**src/design/keyed_fifo_with_cancel_unit_assert.svh**
```systemverilog
// Assertion macros for the keyed FIFO with cancel.
// Used by the top level; expects clk and rst_n in scope.
`ifndef KEYED_FIFO_WITH_CANCEL_UNIT_ASSERT_SVH
`define KEYED_FIFO_WITH_CANCEL_UNIT_ASSERT_SVH

// antecedent implies consequent in the same cycle
`define KFC_ASSERT_NOW(label, ante, cons) \
    label: assert property (@(posedge clk) disable iff (!rst_n) (ante) |-> (cons)) \
        else $error("keyed fifo check failed");

// antecedent implies consequent in the next cycle
`define KFC_ASSERT_NEXT(label, ante, cons) \
    label: assert property (@(posedge clk) disable iff (!rst_n) (ante) |=> (cons)) \
        else $error("keyed fifo check failed");

`endif

```
**src/design/kfc_pkg.sv**
```systemverilog
// Package for the keyed FIFO with cancel: word types, codes, defaults.
// No dependencies.
`default_nettype none
package kfc_pkg;

    localparam int QUEUE_SLOTS_DEF = 64;
    localparam int KEY_BITS_DEF    = 16;
    localparam int MAX_POP_DEF     = 16;

    // operation codes
    localparam logic [2:0] FN_ENQ   = 3'd0;
    localparam logic [2:0] FN_CAN   = 3'd1;
    localparam logic [2:0] FN_REQ   = 3'd2;
    localparam logic [2:0] FN_POPEX = 3'd3;
    localparam logic [2:0] FN_POPUP = 3'd4;
    localparam logic [2:0] FN_QRY   = 3'd5;

    // status codes
    localparam logic [2:0] ST_OK     = 3'd0;
    localparam logic [2:0] ST_DUP    = 3'd1;
    localparam logic [2:0] ST_ABSENT = 3'd2;
    localparam logic [2:0] ST_FEW    = 3'd3;
    localparam logic [2:0] ST_FULL   = 3'd4;

    typedef struct packed {
        logic [2:0]  func;
        logic [15:0] player_id;
        logic [4:0]  pop_count;
    } in_word_t;

    typedef struct packed {
        logic [2:0]  status;
        logic        has_player;
        logic [15:0] popped_id;
        logic        is_waiting;
        logic [6:0]  queue_size;
        logic        last;
    } out_word_t;

endpackage
`default_nettype wire

```
**src/design/kfc_front.sv**
```systemverilog
// Front end: accepts command words, saturates the pop count, queues them.
// Depends on kfc_pkg.
`default_nettype none
module kfc_front #(
    parameter int MAX_POP = kfc_pkg::MAX_POP_DEF,
    parameter int CW      = $clog2(MAX_POP + 1)
) (
    input  wire logic             clk,
    input  wire logic             rst_n,
    input  wire logic             start,
    output logic                  busy,
    input  wire kfc_pkg::in_word_t cmd,
    output logic                  q_valid,
    output kfc_pkg::in_word_t     q_word,
    output logic [CW-1:0]         q_count,
    input  wire logic             q_pop
);

    kfc_pkg::in_word_t word_reg [2];
    logic [CW-1:0]     cnt_reg [2];
    logic              wr_reg, wr_next, rd_reg, rd_next;
    logic [1:0]        fill_reg, fill_next;
    logic              push;
    logic [CW-1:0]     sat_cnt;

    // clamp the requested count to the largest pop
    always_comb
    begin
        if ({2'b00, cmd.pop_count} > 7'(MAX_POP))
            sat_cnt = CW'(MAX_POP);
        else
            sat_cnt = CW'(cmd.pop_count);
    end

    assign busy    = fill_reg[1];
    assign push    = start && !busy;
    assign q_valid = fill_reg != 2'd0;
    assign q_word  = word_reg[rd_reg];
    assign q_count = cnt_reg[rd_reg];

    // advance pointers and fill count
    always_comb
    begin
        wr_next   = push ? !wr_reg : wr_reg;
        rd_next   = (q_pop && q_valid) ? !rd_reg : rd_reg;
        fill_next = fill_reg + 2'(push) - 2'(q_pop && q_valid);
    end

    always_ff @(posedge clk or negedge rst_n)
    begin
        if (!rst_n)
        begin
            wr_reg   <= 1'b0;
            rd_reg   <= 1'b0;
            fill_reg <= 2'd0;
        end
        else
        begin
            wr_reg   <= wr_next;
            rd_reg   <= rd_next;
            fill_reg <= fill_next;
        end
    end

    // hold queued words
    always_ff @(posedge clk)
    begin
        if (push)
        begin
            word_reg[wr_reg] <= cmd;
            cnt_reg[wr_reg]  <= sat_cnt;
        end
    end

endmodule
`default_nettype wire

```
**src/design/kfc_back.sv**
```systemverilog
// Back end: cell row with parallel key compare, executes queued commands.
// Depends on kfc_pkg.
`default_nettype none
module kfc_back #(
    parameter int QUEUE_SLOTS = kfc_pkg::QUEUE_SLOTS_DEF,
    parameter int KEY_BITS    = kfc_pkg::KEY_BITS_DEF,
    parameter int MAX_POP     = kfc_pkg::MAX_POP_DEF,
    parameter int CW          = $clog2(MAX_POP + 1)
) (
    input  wire logic              clk,
    input  wire logic              rst_n,
    input  wire logic              q_valid,
    input  wire kfc_pkg::in_word_t q_word,
    input  wire logic [CW-1:0]     q_count,
    output logic                   q_pop,
    output logic                   done,
    output kfc_pkg::out_word_t     result
);

    localparam int OW   = $clog2(QUEUE_SLOTS + 1);
    localparam int CMPW = (OW > CW) ? OW : CW;

    typedef enum logic {S_IDLE, S_POP} state_t;

    state_t             state_reg, state_next;
    logic [KEY_BITS-1:0] cell_reg [QUEUE_SLOTS];
    logic [KEY_BITS-1:0] cell_next [QUEUE_SLOTS];
    logic [OW-1:0]      occ_reg, occ_next, final_reg, final_next;
    logic [CW-1:0]      remain_reg, remain_next;
    kfc_pkg::out_word_t res_reg, res_next;
    logic               done_reg, done_next;

    logic [KEY_BITS+15:0] key_ext;
    logic [KEY_BITS-1:0]  key;
    logic [QUEUE_SLOTS-1:0] match, after;
    logic                 found, few;
    logic [CMPW-1:0]      occ_w, n_w, neff;
    logic [KEY_BITS+15:0] head_ext;
    logic [15:0]          head_id;
    logic [OW+6:0]        fin_ext, occn_ext;

    assign key_ext  = {{KEY_BITS{1'b0}}, q_word.player_id};
    assign key      = key_ext[KEY_BITS-1:0];
    assign head_ext = {16'd0, cell_reg[0]};
    assign head_id  = head_ext[15:0];
    assign fin_ext  = {7'd0, final_next};
    assign occn_ext = {7'd0, occ_next};
    assign occ_w    = CMPW'(occ_reg);
    assign n_w      = CMPW'(q_count);

    // compare every valid cell against the key
    always_comb
    begin
        for (int i = 0; i < QUEUE_SLOTS; i++)
            match[i] = (OW'(i) < occ_reg) && (cell_reg[i] == key);
    end

    // mark cells at or behind the match
    always_comb
    begin
        after[0] = match[0];
        for (int i = 1; i < QUEUE_SLOTS; i++)
            after[i] = after[i-1] | match[i];
    end

    assign found = |match;
    assign few   = (q_word.func == kfc_pkg::FN_POPEX) && (occ_w < n_w);
    assign neff  = ((q_word.func == kfc_pkg::FN_POPUP) && (n_w > occ_w)) ? occ_w : n_w;

    // execute the command at the queue head, or continue a pop burst
    always_comb
    begin
        state_next  = state_reg;
        cell_next   = cell_reg;
        occ_next    = occ_reg;
        final_next  = final_reg;
        remain_next = remain_reg;
        res_next    = '0;
        done_next   = 1'b0;
        q_pop       = 1'b0;
        case (state_reg)
            S_IDLE:
            begin
                if (q_valid)
                begin
                    q_pop     = 1'b1;
                    done_next = 1'b1;
                    res_next.last = 1'b1;
                    case (q_word.func)
                        kfc_pkg::FN_ENQ, kfc_pkg::FN_REQ:
                        begin
                            if (found)
                                res_next.status = kfc_pkg::ST_DUP;
                            else if (occ_reg == OW'(QUEUE_SLOTS))
                                res_next.status = kfc_pkg::ST_FULL;
                            else
                            begin
                                occ_next = occ_reg + OW'(1);
                                if (q_word.func == kfc_pkg::FN_ENQ)
                                begin
                                    for (int i = 0; i < QUEUE_SLOTS; i++)
                                        if (OW'(i) == occ_reg)
                                            cell_next[i] = key;
                                end
                                else
                                begin
                                    for (int i = 1; i < QUEUE_SLOTS; i++)
                                        cell_next[i] = cell_reg[i-1];
                                    cell_next[0] = key;
                                end
                            end
                        end
                        kfc_pkg::FN_CAN:
                        begin
                            if (!found)
                                res_next.status = kfc_pkg::ST_ABSENT;
                            else
                            begin
                                occ_next = occ_reg - OW'(1);
                                for (int i = 0; i < QUEUE_SLOTS - 1; i++)
                                    if (after[i])
                                        cell_next[i] = cell_reg[i+1];
                            end
                        end
                        kfc_pkg::FN_POPEX, kfc_pkg::FN_POPUP:
                        begin
                            if (few)
                                res_next.status = kfc_pkg::ST_FEW;
                            else if (neff != '0)
                            begin
                                for (int i = 0; i < QUEUE_SLOTS - 1; i++)
                                    cell_next[i] = cell_reg[i+1];
                                final_next          = OW'(occ_w - neff);
                                occ_next            = final_next;
                                remain_next         = CW'(neff - CMPW'(1));
                                res_next.has_player = 1'b1;
                                res_next.popped_id  = head_id;
                                res_next.last       = (neff == CMPW'(1));
                                if (neff != CMPW'(1))
                                    state_next = S_POP;
                            end
                        end
                        kfc_pkg::FN_QRY:
                            res_next.is_waiting = found;
                        default:
                            res_next.status = kfc_pkg::ST_OK;
                    endcase
                    res_next.queue_size = occn_ext[6:0];
                end
            end
            S_POP:
            begin
                for (int i = 0; i < QUEUE_SLOTS - 1; i++)
                    cell_next[i] = cell_reg[i+1];
                done_next           = 1'b1;
                res_next.has_player = 1'b1;
                res_next.popped_id  = head_id;
                res_next.queue_size = fin_ext[6:0];
                res_next.last       = (remain_reg == CW'(1));
                remain_next         = remain_reg - CW'(1);
                if (remain_reg == CW'(1))
                    state_next = S_IDLE;
            end
            default:
                state_next = S_IDLE;
        endcase
    end

    // hold state and registered outputs
    always_ff @(posedge clk or negedge rst_n)
    begin
        if (!rst_n)
        begin
            state_reg <= S_IDLE;
            occ_reg   <= '0;
            done_reg  <= 1'b0;
        end
        else
        begin
            state_reg <= state_next;
            occ_reg   <= occ_next;
            done_reg  <= done_next;
        end
    end

    // payload registers
    always_ff @(posedge clk)
    begin
        cell_reg   <= cell_next;
        final_reg  <= final_next;
        remain_reg <= remain_next;
        res_reg    <= res_next;
    end

    assign done   = done_reg;
    assign result = res_reg;

endmodule
`default_nettype wire

```
**src/design/keyed_fifo_with_cancel_unit.sv**
```systemverilog
// Keyed FIFO with cancel. Commands pass through the front-end queue; the back end
// registers a result word in the cycle after it takes a command from that queue.
// Throughput: 1 command per cycle while no pop burst runs; pops emit one word
// per cycle, one per popped player, from the shifting cell row. A two-word command
// queue sets busy. Reset empties the queue; result words cannot be stalled.
`default_nettype none
`include "keyed_fifo_with_cancel_unit_assert.svh"
module keyed_fifo_with_cancel_unit #(
    parameter int QUEUE_SLOTS = kfc_pkg::QUEUE_SLOTS_DEF,
    parameter int KEY_BITS    = kfc_pkg::KEY_BITS_DEF,
    parameter int MAX_POP     = kfc_pkg::MAX_POP_DEF
) (
    input  wire logic              clk,
    input  wire logic              rst_n,
    input  wire logic              start,
    output logic                   busy,
    input  wire kfc_pkg::in_word_t cmd,
    output logic                   done,
    output kfc_pkg::out_word_t     result
);

    localparam int CW = $clog2(MAX_POP + 1);

    logic              q_valid, q_pop;
    kfc_pkg::in_word_t q_word;
    logic [CW-1:0]     q_count;

    kfc_front #(.MAX_POP(MAX_POP), .CW(CW)) u_front (
        .clk(clk), .rst_n(rst_n), .start(start), .busy(busy), .cmd(cmd),
        .q_valid(q_valid), .q_word(q_word), .q_count(q_count), .q_pop(q_pop)
    );

    kfc_back #(.QUEUE_SLOTS(QUEUE_SLOTS), .KEY_BITS(KEY_BITS),
               .MAX_POP(MAX_POP), .CW(CW)) u_back (
        .clk(clk), .rst_n(rst_n), .q_valid(q_valid), .q_word(q_word),
        .q_count(q_count), .q_pop(q_pop), .done(done), .result(result)
    );

    `KFC_ASSERT_NOW(a_single_is_last, done && !result.has_player, result.last)
    `KFC_ASSERT_NEXT(a_burst_continues, done && !result.last, done && result.has_player)
    `KFC_ASSERT_NOW(a_err_no_id, done && (result.status != kfc_pkg::ST_OK), !result.has_player)

endmodule
`default_nettype wire

```
**config.mk**
```make
export PLATFORM = sky130hd
export DESIGN_NAME = keyed_fifo_with_cancel_unit
export DESIGN_NICKNAME = d
export VERILOG_FILES = /design/src/design/kfc_pkg.sv /design/src/design/kfc_front.sv /design/src/design/kfc_back.sv /design/src/design/keyed_fifo_with_cancel_unit.sv
export VERILOG_INCLUDE_DIRS = /design/src /design/src/design
export SDC_FILE = /design/constraint.sdc
export NUM_CORES = 2
export LEC_CHECK = 0
export ABC_CLOCK_PERIOD_IN_PS = 16400
export BUFFER_PORTS_ARGS = -buffer_cell sky130_fd_sc_hd__buf_2
export CORE_UTILIZATION = 40
export CTS_BUF_LIST = sky130_fd_sc_hd__clkbuf_16
export DETAILED_ROUTE_END_ITERATION = 6
export GPL_TIMING_DRIVEN = 0
export PLACE_DENSITY = 0.59
export SETUP_SLACK_MARGIN = 0.3
export SLEW_MARGIN = 40
export SYNTH_ARGS = -nofsm -noshare
export SYNTH_HDL_FRONTEND = slang
export SYNTH_SLANG_ARGS = --single-unit
```
**constraint.sdc**
```tcl
create_clock -name clk -period 16.4 [get_ports clk]
set_input_delay 0.82 -clock clk [delete_from_list [all_inputs] [get_ports clk]]
set_output_delay 0.82 -clock clk [all_outputs]
set_load 0.05 [all_outputs]
```
After elaboration in Yosys (flattened, before gate mapping)
Memories as Yosys holds them, arrays and structs flattened.
Cells that the tools add are included.
{ "classes": {"add_sub_neg": 7, "magnitude_cmp": 67, "n_eq_ne": 273, "mux": 184, "n_bitwise": 67, "reduce_logical": 145} }
{ "op_table": {"columns": ["op", "n"], "rows": [
  ["1024-bit two-way mux", 4],
  ["1008-bit two-way mux", 3],
  ["1008-bit one-hot mux with 3 select lines", 1],
  ["16-bit two-way mux", 128],
  ["1008-bit one-hot mux with 2 select lines", 1],
  ["16-bit == test", 64],
  ["9-bit AND reduction", 63],
  ["4-bit != test (second input constant)", 64],
  ["6-bit by 7-bit == test with 1-bit output (first input constant)", 32],
  ["6-bit by 7-bit < comparator with 1-bit output (first input constant)", 32],
  ["3-bit by 2-bit != test with 1-bit output (second input constant)", 65],
  ["5-bit by 7-bit == test with 1-bit output (first input constant)", 16],
  ["5-bit by 7-bit < comparator with 1-bit output (first input constant)", 16],
  ["7-bit two-way mux", 13],
  ["1-bit logical AND", 68],
  ["64-bit OR reduction", 1],
  ["1-bit bitwise OR", 62],
  ["4-bit by 7-bit == test with 1-bit output (first input constant)", 8],
  ["4-bit by 7-bit < comparator with 1-bit output (first input constant)", 8],
  ["17-bit two-way mux", 3],
  ["17-bit one-hot mux with 2 select lines", 1],
  ["3-bit by 7-bit == test with 1-bit output (first input constant)", 4],
  ["3-bit by 7-bit < comparator with 1-bit output (first input constant)", 4],
  ["26-bit two-way mux", 1],
  ["42 further kinds", 81]
]} }
{ "totals": {"ff_bits": 1078, "mem_bits_rw": 58, "in_bits": 27, "wordCells": 823, "memories": 2} }
{ "memory_table": {"columns": ["name", "words", "word_bits", "rd", "rd_ports_with_merged_regs", "wr", "line_no", "rtl"], "rows": [
  ["u_front.word_reg", 2, 24, 1, 0, 1, "kfc_front.sv:19", "kfc_pkg::in_word_t word_reg [2];"],
  ["u_front.cnt_reg", 2, 5, 1, 0, 1, "kfc_front.sv:20", "logic [CW-1:0] cnt_reg [2];"]
]} }

Depth between registers and ports, before layout
An unclocked memory read counts as a cell.
{ "depth": {"word_depth": 70, "depth_mapped": 24, "depth_no_buf": 21} }

Cells and area by module
From an unflattened synthesis, not the netlist that was laid out.
{ "hier_totals": {"hier_cells": 7196, "area_unflattened_um2": 69306.5} }
{ "modules_own_cells": {"columns": ["module", "n_inst", "cells_each", "area_per_inst_um2", "seq_area_each_um2"], "rows": [
  ["kfc_back", 1, 7080, 66859.1, 31845.5],
  ["kfc_front", 1, 116, 2447.3, 1841.8]
]} }

Least setup slack after synthesis
Ideal clock, no wire load.
{ "synth_path": {"kind": "register to register", "start": "register u_front.rd_reg", "end": "register u_back.cell_reg[16] (netlist bit) (enable)", "setup_time_ns": 0.417, "arrival_time_ns": 4.950, "required_time_ns": 15.983, "path_slack_ns": 11.034, "path_stages_with_launch": 18, "path_buffers": 6, "synth_period_minus_slack_ns": 5.366, "path_cell_list": "dfrtp_1 > buf_4 > buf_6 > clkbuf_1 > mux2i_1 > ha_1 > or2_2 > a2111oi_0 > a21oi_1 > clkbuf_1 > nand2_1 > o21ai_0 > ha_1 > clkbuf_1 > nand3_1 > a31oi_2 > clkbuf_1 > a221oi_1"} }
{ "synth_between": {"elab_chain_len": 67} }
{ "synth_rtl": {"columns": ["item", "line_no", "rtl"], "rows": [
  ["from (decl)", "kfc_front.sv:21", "logic wr_reg, wr_next, rd_reg, rd_next;"],
  ["from (signal assigned)", "kfc_front.sv:60", "rd_reg <= rd_next;"],
  ["memory read 2 x 24 bit", null, null],
  ["16-bit == test", "kfc_back.sv:55", "match[i] = (OW'(i) < occ_reg) && (cell_reg[i] == key);"],
  ["1-bit logical AND", "kfc_back.sv:55", null],
  ["1-bit bitwise OR (62 in a row)", "kfc_back.sv:63", "after[i] = after[i-1] | match[i];"],
  ["3-bit by 2-bit != test with 1-bit output (no source line)", null, null],
  ["9-bit AND reduction (no source line) *", null, null],
  ["to (signal assigned)", "kfc_back.sv:189", "cell_reg <= cell_next;"],
  ["to (decl)", "kfc_back.sv:26", "logic [KEY_BITS-1:0] cell_reg [QUEUE_SLOTS];"]
]} }
Mark *: on every way between the ends. The rest lies on a longest branch, timed or not.
A chain may end at the register's enable or synchronous reset.

Final worst setup path
{ "layout_path": {"start": "register u_front.rd_reg", "end": "register u_back.cell_reg[593] (netlist bit) (enable)"} }
{ "layout_between": {"elab_chain_len": 31} }
{ "layout_rtl": {"columns": ["item", "line_no"], "rows": [
  ["memory read 2 x 24 bit", null],
  ["16-bit == test", "kfc_back.sv:55"],
  ["1-bit logical AND", "kfc_back.sv:55"],
  ["1-bit bitwise OR (26 in a row)", "kfc_back.sv:63"],
  ["3-bit by 2-bit != test with 1-bit output (no source line)", null],
  ["9-bit AND reduction (no source line) *", null]
]} }
Marked as above.

==> reports/qor.yml <==
clocking:
  clk_pin_slew_worst_paths_ns: 0.06
  htreeDepth: 4
  clock-sinks: 1126
  cts_tree: "done"
  numCtsBuffers: 138
  clk_latency_ns: 0.86
  postCtsSetupRepairBufs: 0
  cts_root_buffer: "clkbuf_16"
  cts_buffer_depth: 3
yosys:
  ys_seq_elements: 1126
  synth_area_leaders: "edfxtp_1 (48%), xnor2_1 (13%), nor2_1 (6.5%)"
  synthDistinctLibCells: 86
  synth_top_cell_area_share: 0.4791
  synth_most_common_cell: "nor2_1"
  ys_warn_count: 0
  syn_area_um2: 67510
  synth_edf_count: 1077
  synth_fp_nets: 7330
  yosys-top-cells-count: "nor2_1 (1165), nand2_1 (1137), edfxtp_1 (1077)"
  syn-instance-count: 7282
  postSynthAreaPerCell_um2: 9.270
  ys.flop_type: "edfxtp_1"
  async_reset_ff_frac: 0.01155
  synth_top_cell_by_area: "edfxtp_1"
  yosysSeqAreaShare: 0.4946
floorplan:
  die_h_um: 412.8
  start_util: 0.4032
  io_pins: 58
  num_rows: 150
  die_w_um: 412.8
  core-area_um2: 167400
  dieArea_um2: 170400
drt:
  via_per_inst: 6.544
  firstDrtPassIters: 6
  vias: 64880
  postRouteAntennaNets: 0
  postRouteWirelength_um: 382200
  drc: 0
  dr.first_iter.drc_count: 10350
  wl_per_cell_um: 38.55
grt:
  grt_pass1_wl_um: 508900
  grt_pass1_vias: 60760
  grt_max_degree: 25
  overflow: 0
  grt_usage: 0.4387
  antenna_found_initial: 20
place:
  place_inst: 9654
  gp_congestion: 1.085
  portBuffers: 57
  place_hpwl_um: 280000
  placed_area_um2: 72260
worst_setup_path:
  path_max_fanout: 10
  crit_required_ns: 16.94
  cp-start-kind: "flip-flop"
  arrival_ns: 9.74
  worst-setup-path-type: "flip-flop to flip-flop"
  end_kind: "flip-flop"
timing:
  fin_setup_tns_ns: 0
  rsz0062_at_grt: "no"
  final_hold_viol_count: 0
  finalSetupViolCount: 0
  fin_crit_ns: 9.206
  finalClockSkew_ns: 0.03899
  clock.fmax_mhz: 108.6
  timing.slew.headroom: 0.3125
  fin_crit_sh: 0.5613
  slew_viol_final: 0
  tightest_slew_ns: 1.026
run_status:
  status: "complete, no violations"
job:
  cap_violations: 0
finish:
  stdcell_count: 9915
  syn_to_final_growth_pct: 13.84
  nNetsFinal: 7643
  drive_gt1_frac: 0.09439
  fin_area_um2: 76850
  largest_reg_flops: 1008
hold_path:
  worstHoldPathType: "input port to flip-flop"
-- worst paths after layout --
kind,slack (ns),depth (start not counted),to,startpoint
min in group asynchronous,0.50,2,u_back.occ_reg[1],rst_n
min reg2reg,0.49,2,u_back.final_reg[5],u_back.final_reg[5]
min,0.18,1,u_front.word_reg[0][9],cmd[9]
max reg2reg,7.19,17,u_back.cell_reg[593],u_front.rd_reg
max in group asynchronous,15.55,2,u_front.rd_reg,rst_n
max,7.19,17,u_back.cell_reg[593],u_front.rd_reg
-- cell families (layout without fill, tap and decap cells) --
logic type | after synthesis | count (layout) | share of synthesized area
simple gates | 3226 | 3226 | 0.2134
compound gates | 1307 | 1307 | 0.1050
flops | 1126 | 1126 | 0.4946
xor+xnor | 1041 | 1041 | 0.1351
buf+inv | 529 | 949 | 0.04191
mux | 32 | 32 | 0.006061
fa+ha+maj | 21 | 21 | 0.004003
other cells | 0 | 9 | 0
-- through the flow --
stage	hold WS, ns	utilization	setup WS (ns)
6_report	0.1769	0.4591	7.194
5_1_grt	0.1518	0.4589	7.451
4_1_cts	0.1334	0.4583	7.579
3_5_place_dp	0.4773	0.4316	7.608
3_3_place_gp	0.4676	0.4214	3.748
2_1_floorplan	0.4244	-	11.03
-- what timing repair did --
item                                   CTS  global route
hold buffers                             1             0
endpoints found under the hold margin   13             0
resized for setup                        0             0
-- layout make-up --
class	count	area, um^2
fillers	16450	90560
flip-flops and latches	1126	33390
multi-input cells	5627	32130
clock buffers	141	3528
plain buffers	503	2843
well taps	2204	2758
repair buffers	173	1161
clock inverters	106	922.1
inverters	26	97.59
diodes	9	22.52
-- per-layer routing --
metal  GRT usage  wire length [um]  part of all wire
met2      0.6224            155300              0.41
met5           0               126           0.00033
met3      0.1617             53340              0.14
met1      0.5390            138400              0.36
met4      0.3356             35100             0.092
-- placed cells by master, fill, tap and decap left out, types with 35 or more instances in the layout --
cell / count
nand4_1: 59
xnor2_1: 1026
or4_1: 46
edfxtp_1: 1077
o21ai_1: 604
nor4_1: 354
inv_1: 56
nor3_1: 137
dfxtp_1: 36
nand2_1: 1131
nor2_1: 1155
buf_6: 91
buf_4: 114
o21ai_0: 427
clkbuf_16: 141
a21oi_1: 90
nor3_2: 35
clkbuf_1: 292
nand3_1: 110
buf_2: 138
-- worst max-delay path: stages, from the launching register on --
cell,delay [ns]
dfrtp_1,0.34
buf_4,0.24
mux2i_2,0.59
buf_2,0.71
buf_4,0.68
buf_2,0.86
xnor2_1,0.24
nor4_1,0.09
a41oi_1,0.65
nand3_1,0.62
nor4_4,0.83
nand2_1,0.23
a21boi_2,0.43
a31oi_4,0.43
clkbuf_2,0.68
nor3_2,0.60
buf_2,0.32
buf_2,0.26
Power is left out: the tool's default activity adds up to more than one toggle a clock period on the data nets, which glitch-free logic cannot reach.
